==> src/rtl/iep_ram.sv <==
// Generic single-write, single-read synchronous RAM with registered read data.
// No dependencies.
module iep_ram #(
  parameter int unsigned WIDTH = 8,
  parameter int unsigned DEPTH = 16
) (
  input  logic                     clk_i,
  input  logic                     we_i,
  input  logic [$clog2(DEPTH)-1:0] waddr_i,
  input  logic [WIDTH-1:0]         wdata_i,
  input  logic [$clog2(DEPTH)-1:0] raddr_i,
  output logic [WIDTH-1:0]         rdata_o
);
  logic [WIDTH-1:0] mem [DEPTH];

  always_ff @(posedge clk_i) begin
    if (we_i) begin
      mem[waddr_i] <= wdata_i;
    end
    rdata_o <= mem[raddr_i];
  end
endmodule

==> config.mk <==
export PLATFORM = sky130hd
export DESIGN_NAME = iep_ram
export DESIGN_NICKNAME = d
export VERILOG_FILES = /design/src/rtl/iep_ram.sv
export SDC_FILE = /design/constraint.sdc
export NUM_CORES = 1
export LEC_CHECK = 0
export BUFFER_PORTS_ARGS = -buffer_cell sky130_fd_sc_hd__buf_2
export CAP_MARGIN = 5
export CORE_UTILIZATION = 50
export CTS_CLUSTER_DIAMETER = 80
export CTS_CLUSTER_SIZE = 40
export DETAILED_ROUTE_END_ITERATION = 8
export MAX_ROUTING_LAYER = met4
export PLACE_DENSITY = 0.64
export SYNTH_ARGS = -nofsm -noshare
export SYNTH_HDL_FRONTEND = slang
export SYNTH_SLANG_ARGS = --single-unit
==> constraint.sdc <==
create_clock -name clk_i -period 2.34 [get_ports clk_i]
set_clock_uncertainty 0.05 [all_clocks]
set_input_delay 0.585 -clock clk_i [delete_from_list [all_inputs] [get_ports clk_i]]
set_output_delay 0.585 -clock clk_i [all_outputs]
set_load 0.01 [all_outputs]
==> results.json, run 1 <==
{
  "slew_headroom": 0.699,
  "synth_area_leaders": "edfxtp_1 75%, mux4_2 7.9%, mux4_1 7.1%, dfxtp_1 3.1%, a22oi_1 2.3%",
  "hold_class": "primary input to flip-flop",
  "slowest_stage": "dfxtp_1",
  "yosysTopAreaCellShare": 0.747,
  "gp_congestion": 0.754,
  "rr_worst_depth": 3,
  "avgSynthCellArea_um2": 22.5,
  "setup_tns_ps": 0,
  "powerDensity_nw_per_um2": 870,
  "critPathTopFamily": "flip-flops",
  "hpwl_um": 5820,
  "drcViolationCount": 0,
  "antenna_found_initial": 0,
  "yosysTopAreaCell": "edfxtp_1",
  "finalSetupViolations": 0,
  "cts_tree": "built",
  "fmax_mhz": 631,
  "ant_nets": 0,
  "reg2reg_from": "mem[1][0]",
  "grt_max_degree": 33,
  "postCtsSetupBuffers": 0,
  "worstSetupPathType": "flip-flop to primary output",
  "diodes": 0,
  "ys_warn_count": 0,
  "postRouteWirelength_um": 9330,
  "final_area_um2": 6080,
  "hold_end": "mem[7][4]",
  "multiInputGateArea_um2": 1060,
  "regToRegEndpoint": "rdata_o[0]",
  "timing_hold_violations_final": 0,
  "fill_cells": 695,
  "cts_max_level": 4,
  "worstPathMaxFanout": 1,
  "grt_pass1_vias": 2386,
  "vias_per_cell": 5.62,
  "rows": 36,
  "path_buf_inv": 1,
  "outcome": "complete, no violations",
  "yosysUniqueCellTypes": 19,
  "end_kind": "primary output",
  "start_kind": "flip-flop",
  "synth-seq-cells": 136,
  "wl_per_cell_um": 21.5,
  "drt-initial-drc-count": 141,
  "syn_area_um2": 5150,
  "die_h_um": 103,
  "nNetsFinal": 305,
  "slowest_delay_ps": 320,
  "syn_inst": 229,
  "crit_arrival_ps": 950,
  "drt_first_pass_iters": 4,
  "cts-hold-fix-buffers": 0,
  "clk_pin_slew_worst_paths_ps": 60,
  "fp.coreArea_um2": 9860,
  "clock_path_buffers": 2,
  "routed-via-count": 2435,
  "worst_slew_pin_slew_ps": 450,
  "fp.dieArea_um2": 10700,
  "r2r_slack_ps": 950,
  "cts-root-buf": "clkbuf_8",
  "areaGrowthSynthToFinish_pct": 18.1,
  "hp-start": "wdata_i[4]",
  "post_dp_cell_area_um2": 5560,
  "synth_seq_area_share": 0.778,
  "grt_pass1_wl_um": 14100,
  "ff_latch_area_um2": 4000,
  "start_util": 0.522,
  "cts_resized": 0,
  "rsz0062_at_grt": "no",
  "place.port_buffers": 25,
  "grt_util_all_layers": 0.204,
  "critical_path_required_ps": 1700,
  "p_leak_nw": 2.07,
  "drv_cap": 0,
  "numCtsBuffers": 17,
  "irDropWorstVdd_uv": 426,
  "holdPathStages": 1,
  "ios": 26,
  "report.final.slew_viol_count": 0,
  "chipWidth_um": 103,
  "period_needed_ps": 1580,
  "synth_nets": 247,
  "path_cells": "buf_2",
  "post_route_cells_drive_above_1_share": 0.330,
  "overflow": 0,
  "clk_latency_ps": 510,
  "cts.sinks": 136,
  "fin_crit_sh": 0.677
}
## worst max-delay path by stage
| stage | start | endpoint | slack [ps] | cells past startpoint |
|---|---|---|---|---|
| CTS | rdata_o[6] | rdata_o[6] | 720 | 1 |
| finish | rdata_o[6] | rdata_o[6] | 760 | 1 |
| detailed placement | raddr_i[0] | rdata_o[3] | 270 | 5 |
| global placement | raddr_i[0] | rdata_o[3] | 270 | 5 |
| global route | rdata_o[7] | rdata_o[7] | 700 | 1 |
| floorplan | waddr_i[2] | mem[0][0] | 210 | 2 |
## kinds of logic (layout without fill, tap and decap cells)
kind of cell / Yosys count / in the layout / share of synthesized area
buf+inv: 10 / 81 / 0.0168
mux: 32 / 32 / 0.150
compound gates: 16 / 16 / 0.0233
flops: 136 / 136 / 0.778
simple gates: 35 / 35 / 0.0318
## routing by layer
layer / global-route usage / wire length (µm)
met2: 0.300 / 4650
met1: 0.279 / 4170
met4: 0.0780 / 33
met3: 0.0470 / 480
met5: - / 0
## layout make-up
class	instances	area share
clock buffer	18	0.0688
tap	133	0.0274
timing repair buffer	49	0.0543
multi-input combinational	83	0.174
clock inverter	14	0.0169
sequential	136	0.659
## report_power, final
part | switching [mW] | internal, mW | leakage, nW
clock | 0.992 | 1.30 | 0.236
combinational | 0.144 | 0.114 | 0.606
sequential | 0.0126 | 2.72 | 1.22
total | 1.15 | 4.14 | 2.07
## registers in the layout, summed over array words and instances, names as in the netlist
register  cells
rdata_o       8
mem         128
## layout by cell type (no fill, tap or decap), drive strengths merged
| master | instances |
|---|---|
| a22oi | 16 |
| and2 | 1 |
| and2b | 1 |
| buf | 49 |
| clkbuf | 18 |
| clkinv | 4 |
| clkinvlp | 7 |
| dfxtp | 8 |
| edfxtp | 128 |
| inv | 3 |
| mux4 | 32 |
| nand2 | 9 |
| nand2b | 2 |
| nand3 | 1 |
| nand3b | 2 |
| nor2 | 13 |
| nor2b | 1 |
| nor3 | 4 |
| or3b | 1 |
## through the flow
step	util	std cells	setup WS [ps]	power, mW	hold slack [ps]
final	0.616	433	755	5.29	400
after floorplan	-	229	212	2.93	579
after global placement	0.563	401	271	3.04	593
after CTS	0.616	433	721	5.34	388
after detailed placement	0.563	401	269	3.05	603
after global routing	0.616	433	699	5.47	394
## synthesized netlist by cell type (all sizes together)
library cell     n
edfxtp         128
mux4            32
a22oi           16
nor2            13
nand2            9
dfxtp            8
buf              7
nor3             4
clkdlybuf4s25    3
nand2b           2
nand3b           2
and2             1
and2b            1
nand3            1
nor2b            1
or3b             1
## worst reg2reg max path: cells and delay by family, from the launching register on
kind            cells  cell delay [ps]
mux                 1              520
flops               1              370
compound gates      1              240
simple gates        1               90
No activity file was read; power rests on OpenSTA's default activity.
==> run 2, diff against run 1 <==
Settings changed: PLACE_DENSITY 0.64 to 0.67.
Clock period 2.34 ns to 1.45 ns, I/O delays scaled along.
==> run 2 against run 1 <==
Against the previous run:
- hold slack got worse by 230 ps
- combinational power grew 81%
- first-iteration DRC count grew 15%
- design area is 2.7% higher
- routed wire length grew 5.6%
- setup slack lost 710 ps
- clock-buffer cell count unchanged
- cell count rose by 1.8%
- sequential share of layout area decreased by 1.7 points
- sequential cell count unchanged
- critical path type unchanged
==> results.json, run 2 (synthesis results as in run 1) <==
{
  "hold_end": "mem[6][7]",
  "regToRegEndpoint": "rdata_o[4]",
  "comb_power_share": 0.053,
  "postCtsSetupBuffers": 0,
  "start_kind": "flip-flop",
  "grt_max_degree": 18,
  "hold_class": "primary input to flip-flop",
  "slowest_delay_ps": 350,
  "drcViolationCount": 0,
  "path_buf_inv": 1,
  "path_cells": "buf_2",
  "start_util": 0.522,
  "drt_first_pass_iters": 4,
  "cts-hold-fix-buffers": 0,
  "rsz0062_at_grt": "no",
  "numCtsBuffers": 17,
  "crit_arrival_ps": 1000,
  "powerDensity_nw_per_um2": 1420,
  "timing_hold_violations_final": 0,
  "crit_cells": 1,
  "reg_top3": "mem (128), rdata_o (8)",
  "cts_tree": "built",
  "areaGrowthSynthToFinish_pct": 21.2,
  "holdPathStages": 1,
  "p_seq_frac": 0.501,
  "fin_crit_sh": 0.972,
  "slew_headroom": 0.389,
  "hp-start": "wdata_i[7]",
  "worstPathMaxFanout": 1,
  "report.final.slew_viol_count": 0,
  "clock_path_buffers": 2,
  "fmax_mhz": 710,
  "worstSetupPathType": "flip-flop to primary output",
  "overflow": 0,
  "critPathTopFamily": "flip-flops",
  "cts-root-buf": "clkbuf_8",
  "routed-via-count": 2487,
  "period_needed_ps": 1410,
  "clk_latency_ps": 520,
  "hpwl_um": 6410,
  "cts_max_level": 4,
  "vias_per_cell": 5.64,
  "chipWidth_um": 103,
  "critical_path_required_ps": 1040,
  "post_route_cells_drive_above_1_share": 0.406,
  "fill_cells": 661,
  "worst_slew_pin_slew_ps": 913,
  "ios": 26,
  "wl_per_cell_um": 22.4,
  "internal_power_mw": 7.03,
  "swShare": 0.205,
  "pre_cts_ws_ps": -386,
  "final_common_cell": "edfxtp_1",
  "ant_nets": 0,
  "largest_register": "mem",
  "hold_ws_ps": 172,
  "ff_latch_area_um2": 4010,
  "slowest_stage": "dfxtp_2",
  "grt_pass1_vias": 2567,
  "finalSetupViolations": 0,
  "cts.sinks": 136,
  "grt_util_all_layers": 0.218,
  "power_switching_mw": 1.81,
  "end_kind": "primary output",
  "nNetsFinal": 313,
  "rr_worst_depth": 3,
  "grt_pass1_wl_um": 14900,
  "worst_slack_ps": 40.7,
  "gp_congestion": 0.811,
  "antenna_found_initial": 0,
  "largest_register_ffs": 128,
  "p_leak_nw": 2.11,
  "drv_cap": 0,
  "clockPowerShare": 0.447,
  "irDropWorstVdd_uv": 657,
  "multiInputGateArea_um2": 1060,
  "clk_pin_slew_worst_paths_ps": 60,
  "postRouteWirelength_um": 9860,
  "final_cell_mix": "128 x edfxtp_1, 29 x mux4_2, 25 x buf_2, 25 x buf_4, 16 x clkbuf_16",
  "die_h_um": 103,
  "diodes": 0,
  "drt-initial-drc-count": 162,
  "rows": 36,
  "r2r_slack_ps": 70,
  "fp.dieArea_um2": 10700,
  "outcome": "complete, no violations",
  "place.port_buffers": 25,
  "reg2reg_from": "mem[11][4]",
  "cp-startpoint": "rdata_o[4]",
  "fp.coreArea_um2": 9860
}
-- run 2: per-stage QoR --
step | cell area [µm²] | std cells | utilization | TNS (ps) | power, mW
after floorplan | 5180 | 229 | - | -730 | 4.75
after global placement | 5680 | 409 | 0.575 | -14110 | 4.96
after detailed placement | 5680 | 409 | 0.575 | -15720 | 4.97
after CTS | 6230 | 441 | 0.631 | 0 | 8.88
after global routing | 6240 | 441 | 0.633 | 0 | 9.11
final | 6240 | 441 | 0.633 | 0 | 8.84
-- run 2: worst max path at each step --
stage / end / slack [ps]
after floorplan: mem[0][0] / -70
after global placement: rdata_o[0] / -360
after detailed placement: rdata_o[0] / -390
after CTS: rdata_o[6] / 6
after global routing: rdata_o[0] / 8
final: rdata_o[4] / 40
-- run 2: routing by layer --
| layer | vias up | track usage | routed length (µm) |
|---|---|---|---|
| li1 | 1099 | - | - |
| met1 | 1295 | 0.285 | 4130 |
| met2 | 87 | 0.331 | 5060 |
| met3 | 6 | 0.0517 | 623 |
| met4 | 0 | 0.0910 | 46 |
| met5 | - | - | 0 |
-- run 2: area by class of cell --
class                      instances  share of cell area
clock inverter                    14              0.0215
clock buffer                      18              0.0670
tap                              133              0.0267
sequential                       136               0.642
timing repair buffer              57              0.0726
multi-input combinational         83               0.170
-- run 2: power groups by stage --
| stage | Combinational [mW] | Sequential, mW | Clock (mW) |
|---|---|---|---|
| finish | 0.466 | 4.43 | 3.95 |
| global route | 0.506 | 4.43 | 4.17 |
| CTS | 0.468 | 4.43 | 3.99 |
| detailed placement | 0.466 | 4.51 | 0 |
| global placement | 0.459 | 4.50 | 0 |
| floorplan | 0.246 | 4.51 | 0 |
-- run 2: repair_timing --
item                                    in CTS  in global routing
gates resized for setup                      1                  3
pin swaps                                    0                  0
endpoints found under the hold margin        0                  0
endpoints found under the setup margin       1                  3
==> run 3, diff against run 2 <==
Settings changed: PLACE_DENSITY 0.67 to default, PLACE_DENSITY_LB_ADDON from default to 0.3.
==> run 3 against run 2 <==
Against the previous run:
- setup slack worse by 16 ps
- global-route usage up 0.31 points
- clock power up 18%
- critical endpoint is now rdata_o[0]
- largest power group is now clock
- highest routed layer unchanged
==> results.json, run 3 (synthesis results as in run 1) <==
{
  "ios": 26,
  "diodes": 0,
  "cts_max_level": 4,
  "drt_first_pass_iters": 4,
  "cts_tree": "built",
  "start_kind": "flip-flop",
  "setup_tns_ps": 0,
  "p_seq_frac": 0.462,
  "post_route_cells_drive_above_1_share": 0.425,
  "numCtsBuffers": 17,
  "worstSetupPathType": "flip-flop to flip-flop",
  "slew_headroom": 0.457,
  "vias_per_cell": 5.60,
  "cts-hold-fix-buffers": 0,
  "largest_register_ffs": 128,
  "grt_max_degree": 17,
  "chipWidth_um": 103,
  "grt_pass1_vias": 2571,
  "routed-via-count": 2511,
  "clock_path_buffers": 2,
  "slowest_delay_ps": 560,
  "finalSetupViolations": 0,
  "clk_latency_ps": 520,
  "pre_cts_ws_ps": -388,
  "hold_class": "primary input to flip-flop",
  "rsz0062_at_grt": "no",
  "final_common_cell": "edfxtp_1",
  "timing_hold_violations_final": 0,
  "cts.sinks": 136,
  "gp_congestion": 0.822,
  "start_util": 0.522,
  "nNetsFinal": 320,
  "areaGrowthSynthToFinish_pct": 23.9,
  "crit_arrival_ps": 1780,
  "wl_per_cell_um": 22.3,
  "clk_pin_slew_worst_paths_ps": 60,
  "path_cells": "mux4_1 -> a22oi_1 -> nand2_1",
  "reg_top3": "mem (128), rdata_o (8)",
  "drcViolationCount": 0,
  "ant_nets": 0,
  "fp.coreArea_um2": 9860,
  "fill_cells": 650,
  "outcome": "complete, no violations",
  "critical_path_required_ps": 1810,
  "path_buf_inv": 0,
  "end_kind": "flip-flop",
  "fmax_mhz": 702,
  "cts-root-buf": "clkbuf_8",
  "place.port_buffers": 25,
  "period_needed_ps": 1430,
  "hpwl_um": 6460,
  "critPathTopFamily": "multiplexers",
  "fp.dieArea_um2": 10700,
  "p_leak_nw": 2.20,
  "powerDensity_nw_per_um2": 1500,
  "slowest_stage": "mux4_1",
  "internal_power_mw": 7.75,
  "report.final.slew_viol_count": 0,
  "power_switching_mw": 1.83,
  "swShare": 0.191,
  "grt_util_all_layers": 0.221,
  "drt-initial-drc-count": 181,
  "postRouteWirelength_um": 10000,
  "die_h_um": 103,
  "clockPowerShare": 0.488,
  "worstPathMaxFanout": 1,
  "worst_slew_pin_slew_ps": 813,
  "fin_crit_sh": 0.983,
  "overflow": 0,
  "grt_pass1_wl_um": 15000,
  "largest_register": "mem",
  "drv_cap": 0,
  "finalPower_mw": 9.57,
  "antenna_found_initial": 0,
  "worst_slack_ps": 24.8,
  "irDropWorstVdd_uv": 831,
  "r2r_slack_ps": 20,
  "rows": 36,
  "comb_power_share": 0.049,
  "final_cell_mix": "128 x edfxtp_1, 33 x buf_4, 29 x mux4_2, 24 x buf_2, 16 x clkbuf_16"
}
## run 3: changes by cell type in the layout (fill, tap and decap cells not counted), sizes merged
cell / before / now
buf: 57 / 64
bufinv: 2 / 6
clkbuf: 18 / 19
clkinv: 9 / 4
## run 3: timing repair
action                                  CTS  global route
resized for setup                         1             3
endpoints found under the setup margin    1             3
buffers inserted                          0             0
gates cloned                              0             0
endpoints found under the hold margin     0             0
## run 3: area by class of cell
type	count	area, µm²	area share
clock inverter	13	226	0.0355
sequential	136	4010	0.628
clock buffer	19	422	0.0661
timing repair buffer	64	499	0.0783
tap	133	166	0.0261
multi-input combinational	83	1060	0.166
## run 3: path summary, 6_finish.rpt
| path | endpoint | start | cells after the start |
|---|---|---|---|
| worst max-delay path | rdata_o[0] | mem[2][0] | 3 |
| worst min-delay path | mem[6][5] | wdata_i[5] | 1 |
| worst max register to register | rdata_o[0] | mem[2][0] | 3 |
| worst min register to register | rdata_o[2] | mem[15][2] | 3 |
## run 3: per-layer routing
metal | share of wire | up-vias | GRT usage
met2 | 0.50 | 75 | 0.326
met5 | 0 | - | -
met3 | 0.043 | 12 | 0.0538
li1 | - | 1110 | -
met1 | 0.44 | 1314 | 0.293
met4 | 0.017 | 0 | 0.102
## run 3: per-stage QoR
stage	hold slack, ps	cell area [µm²]	utilization	instances
finish	177	6380	0.646	448
global route	169	6380	0.646	448
CTS	154	6360	0.645	448
detailed placement	617	5720	0.579	416
global placement	596	5720	0.579	416
floorplan	411	5180	-	229
## run 3: power by group through the flow
stage	Sequential, mW	Clock [mW]	Combinational (mW)
floorplan	4.51	0	0.246
global placement	4.50	0	0.458
finish	4.43	4.67	0.472
CTS	4.43	4.72	0.472
detailed placement	4.50	0	0.467
global route	4.43	4.88	0.510
